[src/sv/ane_pkg.sv]
// Package for the ADPCM nibble encoder: types, codes, step and index tables.
package ane_pkg;

    localparam int SAMPLE_W    = 16;
    localparam int INDEX_W     = 6;
    localparam int STEP_W      = 11;
    localparam int CFG_INDEX_W = 2;
    localparam int CFG_DATA_W  = 16;
    localparam int QUEUE_DEPTH = 2;

    localparam logic [INDEX_W-1:0] MAX_STEP_INDEX = 6'd48;

    // Register indexes on the configuration channel
    localparam logic [CFG_INDEX_W-1:0] REG_INITIAL_PREDICTOR  = 2'd0;
    localparam logic [CFG_INDEX_W-1:0] REG_INITIAL_STEP_INDEX = 2'd1;

    typedef struct packed {
        logic                       start_block;
        logic signed [SAMPLE_W-1:0] first_sample;
        logic signed [SAMPLE_W-1:0] second_sample;
    } pair_t;

    typedef struct packed {
        logic               valid;
        pair_t              pair;
    } queue_head_t;

    typedef struct packed {
        logic signed [SAMPLE_W-1:0] initial_predictor;
        logic [INDEX_W-1:0]         initial_step_index;
    } cfg_t;

    typedef enum logic [1:0] {
        ST_IDLE,
        ST_DIFF,
        ST_QUANT,
        ST_UPDATE
    } back_state_t;

    function automatic logic [STEP_W-1:0] step_size(input logic [INDEX_W-1:0] idx);
        logic [STEP_W-1:0] s;
        case (idx)
            6'd0:  s = 11'd16;   6'd1:  s = 11'd17;   6'd2:  s = 11'd19;
            6'd3:  s = 11'd21;   6'd4:  s = 11'd23;   6'd5:  s = 11'd25;
            6'd6:  s = 11'd28;   6'd7:  s = 11'd31;   6'd8:  s = 11'd34;
            6'd9:  s = 11'd37;   6'd10: s = 11'd41;   6'd11: s = 11'd45;
            6'd12: s = 11'd50;   6'd13: s = 11'd55;   6'd14: s = 11'd60;
            6'd15: s = 11'd66;   6'd16: s = 11'd73;   6'd17: s = 11'd80;
            6'd18: s = 11'd88;   6'd19: s = 11'd97;   6'd20: s = 11'd107;
            6'd21: s = 11'd118;  6'd22: s = 11'd130;  6'd23: s = 11'd143;
            6'd24: s = 11'd157;  6'd25: s = 11'd173;  6'd26: s = 11'd190;
            6'd27: s = 11'd209;  6'd28: s = 11'd230;  6'd29: s = 11'd253;
            6'd30: s = 11'd279;  6'd31: s = 11'd307;  6'd32: s = 11'd337;
            6'd33: s = 11'd371;  6'd34: s = 11'd408;  6'd35: s = 11'd449;
            6'd36: s = 11'd494;  6'd37: s = 11'd544;  6'd38: s = 11'd598;
            6'd39: s = 11'd658;  6'd40: s = 11'd724;  6'd41: s = 11'd796;
            6'd42: s = 11'd876;  6'd43: s = 11'd963;  6'd44: s = 11'd1060;
            6'd45: s = 11'd1166; 6'd46: s = 11'd1282; 6'd47: s = 11'd1408;
            default: s = 11'd1552;
        endcase
        return s;
    endfunction

    // Index change per magnitude, signed 5 bits
    function automatic logic [4:0] index_shift(input logic [2:0] q);
        logic [4:0] d;
        case (q)
            3'd4:    d = 5'd2;
            3'd5:    d = 5'd4;
            3'd6:    d = 5'd6;
            3'd7:    d = 5'd8;
            default: d = 5'b11111;
        endcase
        return d;
    endfunction

endpackage

[src/sv/ane_pair_if.sv]
// Sample pair channel: valid, ready and one pair of PCM samples.
interface ane_pair_if;
    import ane_pkg::*;

    logic                       valid;
    logic                       ready;
    logic                       start_block;
    logic signed [SAMPLE_W-1:0] first_sample;
    logic signed [SAMPLE_W-1:0] second_sample;

    modport source (output valid, output start_block, output first_sample,
                    output second_sample, input ready);
    modport sink   (input valid, input start_block, input first_sample,
                    input second_sample, output ready);
endinterface

[src/sv/ane_code_if.sv]
// Code byte channel: valid, ready and two packed ADPCM nibbles.
interface ane_code_if;
    logic       valid;
    logic       ready;
    logic [7:0] packed_codes;

    modport source (output valid, output packed_codes, input ready);
    modport sink   (input valid, input packed_codes, output ready);
endinterface

[src/sv/ane_cfg_if.sv]
// Configuration write channel: valid, ready, register index and data.
interface ane_cfg_if;
    import ane_pkg::*;

    logic                   valid;
    logic                   ready;
    logic [CFG_INDEX_W-1:0] index;
    logic [CFG_DATA_W-1:0]  data;

    modport source (output valid, output index, output data, input ready);
    modport sink   (input valid, input index, input data, output ready);
endinterface

[src/sv/ane_front.sv]
// Front end: configuration registers and the two-entry pair queue.
module ane_front (
    input  logic               clk,
    input  logic               rst_n,
    ane_cfg_if.sink            cfg,
    ane_pair_if.sink           samples,
    output ane_pkg::cfg_t      cfg_regs,
    output ane_pkg::queue_head_t head,
    input  logic               pop
);
    import ane_pkg::*;

    cfg_t       cfg_reg;
    pair_t      slot_reg [QUEUE_DEPTH];
    logic       wr_ptr_reg;
    logic       rd_ptr_reg;
    logic [1:0] count_reg;
    logic       push;
    pair_t      in_pair;

    assign cfg.ready     = 1'b1;
    assign samples.ready = (count_reg != 2'(QUEUE_DEPTH));
    assign push          = samples.valid && samples.ready;

    assign in_pair.start_block   = samples.start_block;
    assign in_pair.first_sample  = samples.first_sample;
    assign in_pair.second_sample = samples.second_sample;

    assign cfg_regs   = cfg_reg;
    assign head.valid = (count_reg != 2'd0);
    assign head.pair  = slot_reg[rd_ptr_reg];

    always_ff @(posedge clk or negedge rst_n)
    begin
        if (!rst_n)
        begin
            cfg_reg <= '0;
        end
        else if (cfg.valid)
        begin
            case (cfg.index)
                REG_INITIAL_PREDICTOR:  cfg_reg.initial_predictor  <= cfg.data;
                REG_INITIAL_STEP_INDEX: cfg_reg.initial_step_index <= cfg.data[INDEX_W-1:0];
                default: ;
            endcase
        end
    end

    always_ff @(posedge clk)
    begin
        if (push)
        begin
            slot_reg[wr_ptr_reg] <= in_pair;
        end
    end

    always_ff @(posedge clk or negedge rst_n)
    begin
        if (!rst_n)
        begin
            wr_ptr_reg <= 1'b0;
            rd_ptr_reg <= 1'b0;
            count_reg  <= 2'd0;
        end
        else
        begin
            if (push)
            begin
                wr_ptr_reg <= ~wr_ptr_reg;
            end
            if (pop)
            begin
                rd_ptr_reg <= ~rd_ptr_reg;
            end
            case ({push, pop})
                2'b10:   count_reg <= count_reg + 2'd1;
                2'b01:   count_reg <= count_reg - 2'd1;
                default: count_reg <= count_reg;
            endcase
        end
    end

endmodule

[src/sv/ane_back.sv]
// Back end: per-sample quantize sequencer, predictor state and output register.
module ane_back (
    input  logic                 clk,
    input  logic                 rst_n,
    input  ane_pkg::cfg_t        cfg_regs,
    input  ane_pkg::queue_head_t head,
    output logic                 pop,
    ane_code_if.source           codes
);
    import ane_pkg::*;

    back_state_t         state_reg, state_next;
    logic [SAMPLE_W-1:0] pred_reg, pred_next;
    logic [INDEX_W-1:0]  idx_reg, idx_next;
    pair_t               pair_reg, pair_next;
    logic                second_reg, second_next;
    logic                sign_reg, sign_next;
    logic [SAMPLE_W-1:0] mag_reg, mag_next;
    logic [STEP_W-1:0]   step_reg, step_next;
    logic [2:0]          q_reg, q_next;
    logic [3:0]          hi_reg, hi_next;
    logic                out_valid_reg, out_valid_next;
    logic [7:0]          out_code_reg, out_code_next;

    logic [SAMPLE_W-1:0] sample;
    logic [16:0]         diff;
    logic [16:0]         neg_diff;
    logic [16:0]         rounded;
    logic [13:0]         step14;
    logic [6:0]          hit;
    logic [13:0]         prod;
    logic [17:0]         pred_ext;
    logic [17:0]         sum;
    logic [SAMPLE_W-1:0] pred_upd;
    logic [6:0]          ni;
    logic [INDEX_W-1:0]  idx_upd;
    logic [4:0]          shift;
    logic                out_free;

    assign codes.valid        = out_valid_reg;
    assign codes.packed_codes = out_code_reg;
    assign out_free           = !out_valid_reg || codes.ready;

    always_ff @(posedge clk or negedge rst_n)
    begin
        if (!rst_n)
        begin
            state_reg     <= ST_IDLE;
            pred_reg      <= '0;
            idx_reg       <= '0;
            second_reg    <= 1'b0;
            out_valid_reg <= 1'b0;
        end
        else
        begin
            state_reg     <= state_next;
            pred_reg      <= pred_next;
            idx_reg       <= idx_next;
            second_reg    <= second_next;
            out_valid_reg <= out_valid_next;
        end
    end

    always_ff @(posedge clk)
    begin
        pair_reg     <= pair_next;
        sign_reg     <= sign_next;
        mag_reg      <= mag_next;
        step_reg     <= step_next;
        q_reg        <= q_next;
        hi_reg       <= hi_next;
        out_code_reg <= out_code_next;
    end

    // Datapath pieces
    always_comb
    begin
        sample   = second_reg ? pair_reg.second_sample : pair_reg.first_sample;
        diff     = {sample[15], sample} - {pred_reg[15], pred_reg};
        neg_diff = 17'd0 - diff;

        rounded = {1'b0, mag_reg} + {7'd0, step_reg[STEP_W-1:1]};
        step14  = {3'b000, step_reg};
        for (int k = 1; k <= 7; k++)
        begin
            hit[k-1] = (rounded >= {3'b000, step14 * 14'(k)});
        end

        prod     = step14 * {11'd0, q_reg};
        pred_ext = {{2{pred_reg[15]}}, pred_reg};
        sum      = sign_reg ? (pred_ext - {4'd0, prod}) : (pred_ext + {4'd0, prod});
        if (sum[17:15] == 3'b000 || sum[17:15] == 3'b111)
        begin
            pred_upd = sum[15:0];
        end
        else
        begin
            pred_upd = sum[17] ? 16'h8000 : 16'h7FFF;
        end

        shift = index_shift(q_reg);
        ni    = {1'b0, idx_reg} + {{2{shift[4]}}, shift};
        if (ni[6])
        begin
            idx_upd = '0;
        end
        else if (ni[5:0] > MAX_STEP_INDEX)
        begin
            idx_upd = MAX_STEP_INDEX;
        end
        else
        begin
            idx_upd = ni[5:0];
        end
    end

    // Sequencer: pop, then diff / quantize / update for each sample
    always_comb
    begin
        state_next     = state_reg;
        pred_next      = pred_reg;
        idx_next       = idx_reg;
        pair_next      = pair_reg;
        second_next    = second_reg;
        sign_next      = sign_reg;
        mag_next       = mag_reg;
        step_next      = step_reg;
        q_next         = q_reg;
        hi_next        = hi_reg;
        out_code_next  = out_code_reg;
        out_valid_next = out_valid_reg && !codes.ready;
        pop            = 1'b0;

        case (state_reg)
            ST_IDLE:
            begin
                if (head.valid)
                begin
                    pop         = 1'b1;
                    pair_next   = head.pair;
                    second_next = 1'b0;
                    if (head.pair.start_block)
                    begin
                        pred_next = cfg_regs.initial_predictor;
                        idx_next  = (cfg_regs.initial_step_index > MAX_STEP_INDEX)
                                    ? MAX_STEP_INDEX : cfg_regs.initial_step_index;
                    end
                    state_next = ST_DIFF;
                end
            end
            ST_DIFF:
            begin
                sign_next  = diff[16];
                mag_next   = diff[16] ? neg_diff[15:0] : diff[15:0];
                step_next  = step_size(idx_reg);
                state_next = ST_QUANT;
            end
            ST_QUANT:
            begin
                q_next     = 3'($countones(hit));
                state_next = ST_UPDATE;
            end
            ST_UPDATE:
            begin
                if (!second_reg)
                begin
                    hi_next     = {sign_reg, q_reg};
                    pred_next   = pred_upd;
                    idx_next    = idx_upd;
                    second_next = 1'b1;
                    state_next  = ST_DIFF;
                end
                else if (out_free)
                begin
                    pred_next      = pred_upd;
                    idx_next       = idx_upd;
                    out_code_next  = {hi_reg, sign_reg, q_reg};
                    out_valid_next = 1'b1;
                    state_next     = ST_IDLE;
                end
            end
            default:
            begin
                state_next = ST_IDLE;
            end
        endcase
    end

endmodule

[src/sv/adpcm_nibble_encoder_top.sv]
// Top level of the 4-bit ADPCM nibble encoder.
//
// Usage:
//   samples : request of one sample pair (start_block, first_sample,
//             second_sample); accepted when valid and ready are high.
//   codes   : one byte per request, first code in the high nibble; each
//             nibble is sign in bit 3 and magnitude in bits 2..0.
//   cfg     : register writes (index 0 initial predictor, index 1 initial
//             step index); always ready, write only while no request is in
//             flight. Other indexes are dropped.
// Flow:
//   A request lands in a two-entry queue; the back end pops it when idle
//   and steps through difference, quantize and predictor/index update for
//   each sample, first then second. The queue takes new requests while the
//   back end works, but the back end encodes one request at a time and
//   raises codes.valid from its output register.
// Reset: predictor, step index and both registers clear to zero; queue and
//   output register are empty.
// Stall: a held code byte keeps the back end in its final update step; the
//   queue takes up to two more requests before samples.ready drops.
module adpcm_nibble_encoder_top (
    input  logic        clk,
    input  logic        rst_n,
    ane_cfg_if.sink     cfg,
    ane_pair_if.sink    samples,
    ane_code_if.source  codes
);
    import ane_pkg::*;

    cfg_t        cfg_regs;
    queue_head_t head;
    logic        pop;

    // Front: configuration registers and request queue
    ane_front u_front (
        .clk      (clk),
        .rst_n    (rst_n),
        .cfg      (cfg),
        .samples  (samples),
        .cfg_regs (cfg_regs),
        .head     (head),
        .pop      (pop)
    );

    // Back: quantizer sequencer and output register
    ane_back u_back (
        .clk      (clk),
        .rst_n    (rst_n),
        .cfg_regs (cfg_regs),
        .head     (head),
        .pop      (pop),
        .codes    (codes)
    );

    // The back end never pops an empty queue
    assert property (@(posedge clk) disable iff (!rst_n) pop |-> head.valid)
        else $error("pop from empty queue");

    // A pair takes several cycles, so pops never come back to back
    assert property (@(posedge clk) disable iff (!rst_n) pop |=> !pop)
        else $error("back-to-back pop");

    // An accepted request is visible at the queue head next cycle
    assert property (@(posedge clk) disable iff (!rst_n)
        (samples.valid && samples.ready) |=> head.valid)
        else $error("accepted request lost");

endmodule
[src/flat_wrapper.sv]
// flat-port wrapper written by rule: the top's interface ports become plain ports
module adpcm_nibble_encoder_top_flat import ane_pkg::*;
  (clk, rst_n, cfg_valid, cfg_index, cfg_data, cfg_ready, samples_valid, samples_start_block, samples_first_sample, samples_second_sample, samples_ready, codes_valid, codes_packed_codes, codes_ready);
  ane_cfg_if cfg_i ();
  ane_pair_if samples_i ();
  ane_code_if codes_i ();
  input  logic clk;
  input  logic rst_n;
  input wire logic [$bits(cfg_i.valid)-1:0] cfg_valid;
  input wire logic [$bits(cfg_i.index)-1:0] cfg_index;
  input wire logic [$bits(cfg_i.data)-1:0] cfg_data;
  output wire logic [$bits(cfg_i.ready)-1:0] cfg_ready;
  input wire logic [$bits(samples_i.valid)-1:0] samples_valid;
  input wire logic [$bits(samples_i.start_block)-1:0] samples_start_block;
  input wire logic [$bits(samples_i.first_sample)-1:0] samples_first_sample;
  input wire logic [$bits(samples_i.second_sample)-1:0] samples_second_sample;
  output wire logic [$bits(samples_i.ready)-1:0] samples_ready;
  output wire logic [$bits(codes_i.valid)-1:0] codes_valid;
  output wire logic [$bits(codes_i.packed_codes)-1:0] codes_packed_codes;
  input wire logic [$bits(codes_i.ready)-1:0] codes_ready;
  assign cfg_i.valid = cfg_valid;
  assign cfg_i.index = cfg_index;
  assign cfg_i.data = cfg_data;
  assign cfg_ready = cfg_i.ready;
  assign samples_i.valid = samples_valid;
  assign samples_i.start_block = samples_start_block;
  assign samples_i.first_sample = samples_first_sample;
  assign samples_i.second_sample = samples_second_sample;
  assign samples_ready = samples_i.ready;
  assign codes_valid = codes_i.valid;
  assign codes_packed_codes = codes_i.packed_codes;
  assign codes_i.ready = codes_ready;
  adpcm_nibble_encoder_top u_core (.clk(clk), .rst_n(rst_n), .cfg(cfg_i), .samples(samples_i), .codes(codes_i));
endmodule
[config.mk]
export PLATFORM = sky130hd
export DESIGN_NAME = adpcm_nibble_encoder_top_flat
export DESIGN_NICKNAME = d
export VERILOG_FILES = /design/src/sv/ane_pkg.sv /design/src/sv/ane_pair_if.sv /design/src/sv/ane_code_if.sv /design/src/sv/ane_cfg_if.sv /design/src/sv/ane_front.sv /design/src/sv/ane_back.sv /design/src/sv/adpcm_nibble_encoder_top.sv /design/src/flat_wrapper.sv
export SDC_FILE = /design/constraint.sdc
export NUM_CORES = 1
export LEC_CHECK = 0
export BUFFER_PORTS_ARGS = -buffer_cell sky130_fd_sc_hd__buf_2
export CORE_UTILIZATION = 35
export DETAILED_ROUTE_END_ITERATION = 10
export HOLD_SLACK_MARGIN = 0.08
export PLACE_DENSITY = 0.59
export SLEW_MARGIN = 20
export SYNTH_ARGS = -nofsm -noshare
export SYNTH_HDL_FRONTEND = slang
export SYNTH_SLANG_ARGS = --single-unit
[constraint.sdc]
create_clock -name clk -period 6.2 [get_ports clk]
set_input_delay 1.55 -clock clk [delete_from_list [all_inputs] [get_ports clk]]
set_output_delay 1.55 -clock clk [all_outputs]
set_load 0.03 [all_outputs]
Yosys cells after proc, flatten, opt, wreduce, memory -nomap -nowiden
Memories as Yosys holds them, arrays and structs flattened. A register that Yosys moved wholly into a read port is not among the register bits.
Cells that the tools add are included.
- register bits after elaboration: 116
- bits in writable memories: 66
- ROM bits: 704
- output and inout bits: 11
- word-level logic and storage cells: 118
- memories: 2
- memories (memory ; depth ; width ; read ports ; clocked after memory_dff ; wr ports ; line ; RTL):
    (name not given) ; 64 ; 11 ; 1 ; 1 ; 0 ; ane_pkg.sv:42 ; case (idx)
    u_core.u_front.slot_reg ; 2 ; 33 ; 1 ; 0 ; 1 ; ane_front.sv:14 ; pair_t slot_reg [QUEUE_DEPTH];
- add/sub/neg operators: 14
- $mul: 5
- magnitude comparators: 9
- eq/ne operators: 15
- muxes and demuxes: 33
- bitwise logic cells: 3
- reduce and logical (&&, ||, !) cells: 20
- operator list (kind ; count):
    2-to-1 mux 16 bit ; 8
    >= comparator 17 x 14 -> 1 bit ; 3
    2-to-1 mux 6 bit ; 7
    >= comparator 17 x 13 -> 1 bit ; 2
    one-hot mux 16 bit (2 select lines) ; 1
    multiplier 11 x 3 -> 14 bit (second input constant) ; 2
    multiplier 11 x 2 -> 13 bit (second input constant) ; 2
    one-hot mux 5 bit (4 select lines) ; 1
    2-to-1 mux 18 bit ; 1
    adder 16 x 10 -> 17 bit ; 1
    adder 16 x 15 -> 17 bit ; 1
    >= comparator 17 x 11 -> 1 bit ; 1
    >= comparator 17 x 12 -> 1 bit ; 1
    subtractor 16 x 15 -> 17 bit ; 1
    subtractor 16 x 16 -> 17 bit ; 1
    subtractor 1 x 16 -> 16 bit (first input constant) ; 1
    == test 3 bit (second input constant) ; 5
    multiplier 11 x 3 -> 14 bit ; 1
    greater-than comparator 6 bit (second input constant) ; 2
    one-hot mux 6 bit (2 select lines) ; 1
    AND reduction 2 bit ; 6
    2-to-1 mux 1 bit ; 8
    one-hot mux 2 bit (4 select lines) ; 1
    adder 6 x 7 -> 7 bit ; 1
    other kinds (23) ; 40

Longest topological paths before layout
- depth in word-level cells: 9
- mapped depth: 26
- gate-level depth less buffers: 24

Hierarchy
From an unflattened synthesis, not the netlist that was laid out.
- cell total of the unflattened synthesis: 1464
- area total of the unflattened synthesis: 15228.4 sq um
- modules (own cells, without submodules) (module ; times used ; cells each ; area each (sq um)):
    ane_back ; 1 ; 1296 ; 11821.3
    ane_front ; 1 ; 168 ; 3407.0

Worst setup path before layout
OpenSTA, ideal clock, no wires.
- kind: reg-to-reg
- start: register u_core.u_back.step_reg[2]
- end: register u_core.u_back.q_reg[1] (data pin)
- library setup time: 0.269 ns
- data arrival time: 5.567 ns
- required time: 5.931 ns
- slack: 0.363 ns
- stages on the path, launching flop included: 21
- buffers on the path: 0
- clock period less this slack: 5.837 ns
- path through: edfxtp_1 inv_1 fa_1 nor2b_1 o21ai_0 a21boi_0 o21ai_0 nand2_1 xor2_1 ha_1 a21o_1 a21o_1 a21o_1 a21o_1 a211o_1 nor3_1 fa_1 fa_1 inv_1 fa_1 fa_1
- word-level cells in the longest chain between the ends: 5
- elaborated cells between the ends (all ways): 18
- classes of those cells: add/sub (7); mul (4); order compare (7)
- RTL lines (item ; line ; RTL):
    start, declared ; ane_back.sv:19 ; logic [STEP_W-1:0] step_reg, step_next;
    multiplier 11 x 2 -> 13 bit (tied with other cells) ; ane_back.sv:86 ; hit[k-1] = (rounded >= {3'b000, step14 * 14'(k)});
    >= comparator 17 x 13 -> 1 bit (tied with other cells) ; ane_back.sv:86 ;
    adder 1 x 1 -> 2 bit (not written as such) ; ane_back.sv:160 ; q_next = 3'($countones(hit));
    adder 2 x 2 -> 3 bit (not written as such) or adder 2 x 1 -> 3 bit (tied branches) ; ane_back.sv:160 ;
    adder 3 bit (not written as such) * ; ane_back.sv:160 ;
    end signal, assigned ; ane_back.sv:70 ; q_reg <= q_next;
    end, declared ; ane_back.sv:20 ; logic [2:0] q_reg, q_next;
Every way passes the cells marked *; elsewhere a longest branch is shown, timed or not.
A chain may end at the register's enable or synchronous reset.

Worst setup path in the final report
Ends and elaborated chain as after synthesis.

==> flow_summary_export.csv <==
group,metric,value,unit
critical_path,cp_common_cell,"fa_1",
synthesis,synthCells,1439,
synthesis,synth-async-reset-ratio,0.269,
synthesis,synth.top_cell.area_share,0.284,
clock_tree,htreeDepth,4,
critical_path,reg2reg_slack,0.39,ns
die,start_util,0.356,
critical_path,critPathArrivalTime,6.01,ns
detailed_routing,drtIter0Drc,528,
detailed_routing,top_layer,"met5",
clock_tree,clk_pin_slew,0.08,ns
layout,multi_input_area,8860,sq um
layout,n_antenna_cell,0,
global_routing,grt_max_degree,53,
critical_path,slowest_delay,0.51,ns
die,pin_count,67,
detailed_routing,wl_met3,1180,um
detailed_routing,routed_wl,34300,um
detailed_routing,firstDrtPassIters,5,
layout,syn_to_final_growth,12.5,%
global_routing,antenna_found_initial,1,
worst_hold_path,hold_class,"register to register",
timing,post-route-period-util,0.937,
synthesis,synth_edf_count,141,
global_routing,grt_usage,0.162,
synthesis,ys_types,78,
timing,fin_crit,5.81,ns
clock_tree,cts_root_buf,"clkbuf_16",
synthesis,synth_largest_area_cell,"edfxtp_1",
clock_tree,cts_tree,"yes",
timing,slew_violations,0,
clock_tree,cts.sinks,193,
clock_tree,clkLatencyLatePin,0.46,ns
synthesis,avgSynthCellArea,10.4,sq um
clock_tree,cts_made_buffers,17,
synthesis,synth-seq-cells,193,
die,die_w,208,um
critical_path,worstSetupPathType,"register to register",
timing,setup_violations,0,
placed_design,io_buffers,65,
detailed_routing,vias,10820,
timing,slew_headroom,0.337,
critical_path,critPathCaptureType,"register",
clock_tree,clockBufferDepth,2,
synthesis,ys.flop_type,"edfxtp_1",
critical_path,slowest_stage,"or4_1",
die,core-area,41900,sq um
timing,rsz0062_at_grt,"no",
timing,worst_pin_slew,0.993,ns
detailed_routing,detail_route.wl_per_cell,16.5,um
global_routing,grt_pass1_wl,55600,um
die,die_h,208,um
layout,layout-drive-gt1-share,0.153,
detailed_routing,drc_errors,0,
synthesis,ys_seq_area_frac,0.371,
global_routing,grt-ovfl-total,0,
placed_design,globalplace.congestion,0.841,
detailed_routing,wl_met1,16300,um
detailed_routing,viasPerCell,5.20,
synthesis,yosys_warnings,0,
die,die-area,43500,sq um
layout,regArea,5540,sq um
detailed_routing,wl_met2,15900,um
critical_path,worst-endpoint-required,6.39,ns
critical_path,path_cells,"buf_4 > fa_1 > ha_1 > inv_1 > fa_1 > nor2b_1 > o21ai_1 > a21boi_0 > o21ai_1 > a21oi_1 > o21ai_0 > nand2b_1 > a21o_1 > a21oi_1 > xor2_1 > ha_1 > a21o_1 > a21o_1 > or4_1 > a21oi_1 > fa_1 > inv_1 > fa_1 > fa_1",
timing,skew,0.0160,ns
timing,setup_tns,0,ns
global_routing,grt_pass1_vias,10838,
run_status,status,"completed",
synthesis,synthesis.nets,1720,
layout,nets,1808,
run,drv_cap,0,
layout,largest_reg_flops,66,
layout,fillers,4056,
critical_path,path_max_fanout,9,
timing,hold_viol,0,
clock_tree,ctsHoldBuffers,0,
critical_path,startpoint_type,"register",
synthesis,synthTopCellsByArea,"edfxtp_1 28%, ha_1 16%, dfrtp_1 8.7%, mux2_2 5.2%, fa_1 4.2%",
placed_design,hpwlAfterDp,26800,um
die,rows,75,
detailed_routing,ant_nets,0,
timing,max_freq,172,MHz
synthesis,netlist_area,14900,sq um
## per-stage QoR
step                      hold WS (ns)  worst slack (ns)  cell area [sq um]   util  cells
after global routing             0.437          0.000132              16800  0.400   2079
after detailed placement         0.410             0.250              16100  0.383   2044
after CTS                        0.428             0.228              16700  0.398   2076
after global placement           0.409             0.291              16100  0.383   2044
after floorplan                  0.400             0.363              14900      -   1439
final                            0.427             0.389              16800  0.400   2079
## worst max-delay path, delay by kind of cell (launching register included)
kind            cells  cell delay [ns]
simple gates        3             0.76
flops               1             0.42
fa+ha+maj           7             2.39
xor+xnor            1             0.15
compound gates     10             1.45
buf+inv             3             0.36
## cell type report
| cell class | instances | area share |
|---|---|---|
| Clock buffer | 17 | 0.0254 |
| Clock inverter | 15 | 0.0131 |
| Inverter | 116 | 0.0260 |
| Multi-Input combinational cell | 1095 | 0.528 |
| Sequential cell | 193 | 0.330 |
| Tap cell | 539 | 0.0402 |
| Timing Repair Buffer | 104 | 0.0371 |
## cells in the mapped netlist (9+ instances only)
cell type / number
a31oi_1: 17
fa_1: 31
nand4_1: 11
a21o_1: 36
xnor2_1: 63
nor2_1: 96
nand3_1: 14
o21bai_1: 13
mux2i_1: 10
clkbuf_1: 29
a21oi_1: 90
and3_1: 9
xor2_1: 33
dfrtp_1: 52
mux2_2: 69
inv_1: 115
ha_1: 194
a211oi_1: 10
edfxtp_1: 141
o21ai_0: 73
nand2b_1: 23
o21a_1: 35
nand2_1: 92
nor2b_1: 30
nor3_1: 24
## repair_timing
item | CTS | global route
endpoints found under the setup margin | 0 | 17
setup buffers | 0 | 3
gates resized for setup | 0 | 18
## routing by layer
metal / global-route usage / vias up
met5: 0 / -
met4: 0.0562 / 2
met3: 0.0282 / 44
met2: 0.266 / 187
met1: 0.214 / 5176
li1: - / 5411
## placed cells by master (no fill, tap or decap), types with 11 or more instances in the layout
master,instances
o21ai_0,70
xnor2_1,62
ha_1,194
fa_1,31
dfrtp_1,52
nor2_1,94
clkbuf_16,17
o21bai_1,13
nand2b_1,22
a21o_1,36
mux2_2,69
nand3_1,14
nand2_1,92
nand4_1,11
inv_1,115
nor3_1,23
edfxtp_1,141
buf_2,65
a21oi_1,88
buf_4,38
a31oi_1,17
xor2_1,33
o21a_1,35
nor2b_1,29
## path summary, 6_finish.rpt
check,cells past startpoint,start,endpoint
max reg2reg,24,u_core.u_back.step_reg[2],u_core.u_back.q_reg[1]
max in group asynchronous,2,rst_n,u_core.u_front.cfg_regs[1]
min in group asynchronous,2,rst_n,u_core.u_front.cfg_regs[5]
min,0,u_core.u_back.hi_reg[0],u_core.u_back.codes.packed_codes[4]
min reg2reg,0,u_core.u_back.hi_reg[0],u_core.u_back.codes.packed_codes[4]
max,24,u_core.u_back.step_reg[2],u_core.u_back.q_reg[1]
## logic make-up (layout without fill, tap and decap cells)
kind of cell / count (synthesis) / after routing / synth area share
AO/OA/AOI/OAI: 350 / 350 / 0.155
XOR/XNOR: 98 / 98 / 0.0590
adder cells (fa/ha/maj): 225 / 225 / 0.204
buffers and inverters: 151 / 252 / 0.0387
flip-flops: 193 / 193 / 0.371
multiplexers: 80 / 80 / 0.0603
other: 1 / 1 / 0.000251
AND/OR/NAND/NOR: 341 / 341 / 0.111
Power is not shown: default switching activity piles up to over one toggle a cycle in this logic, so the estimate is an artifact.
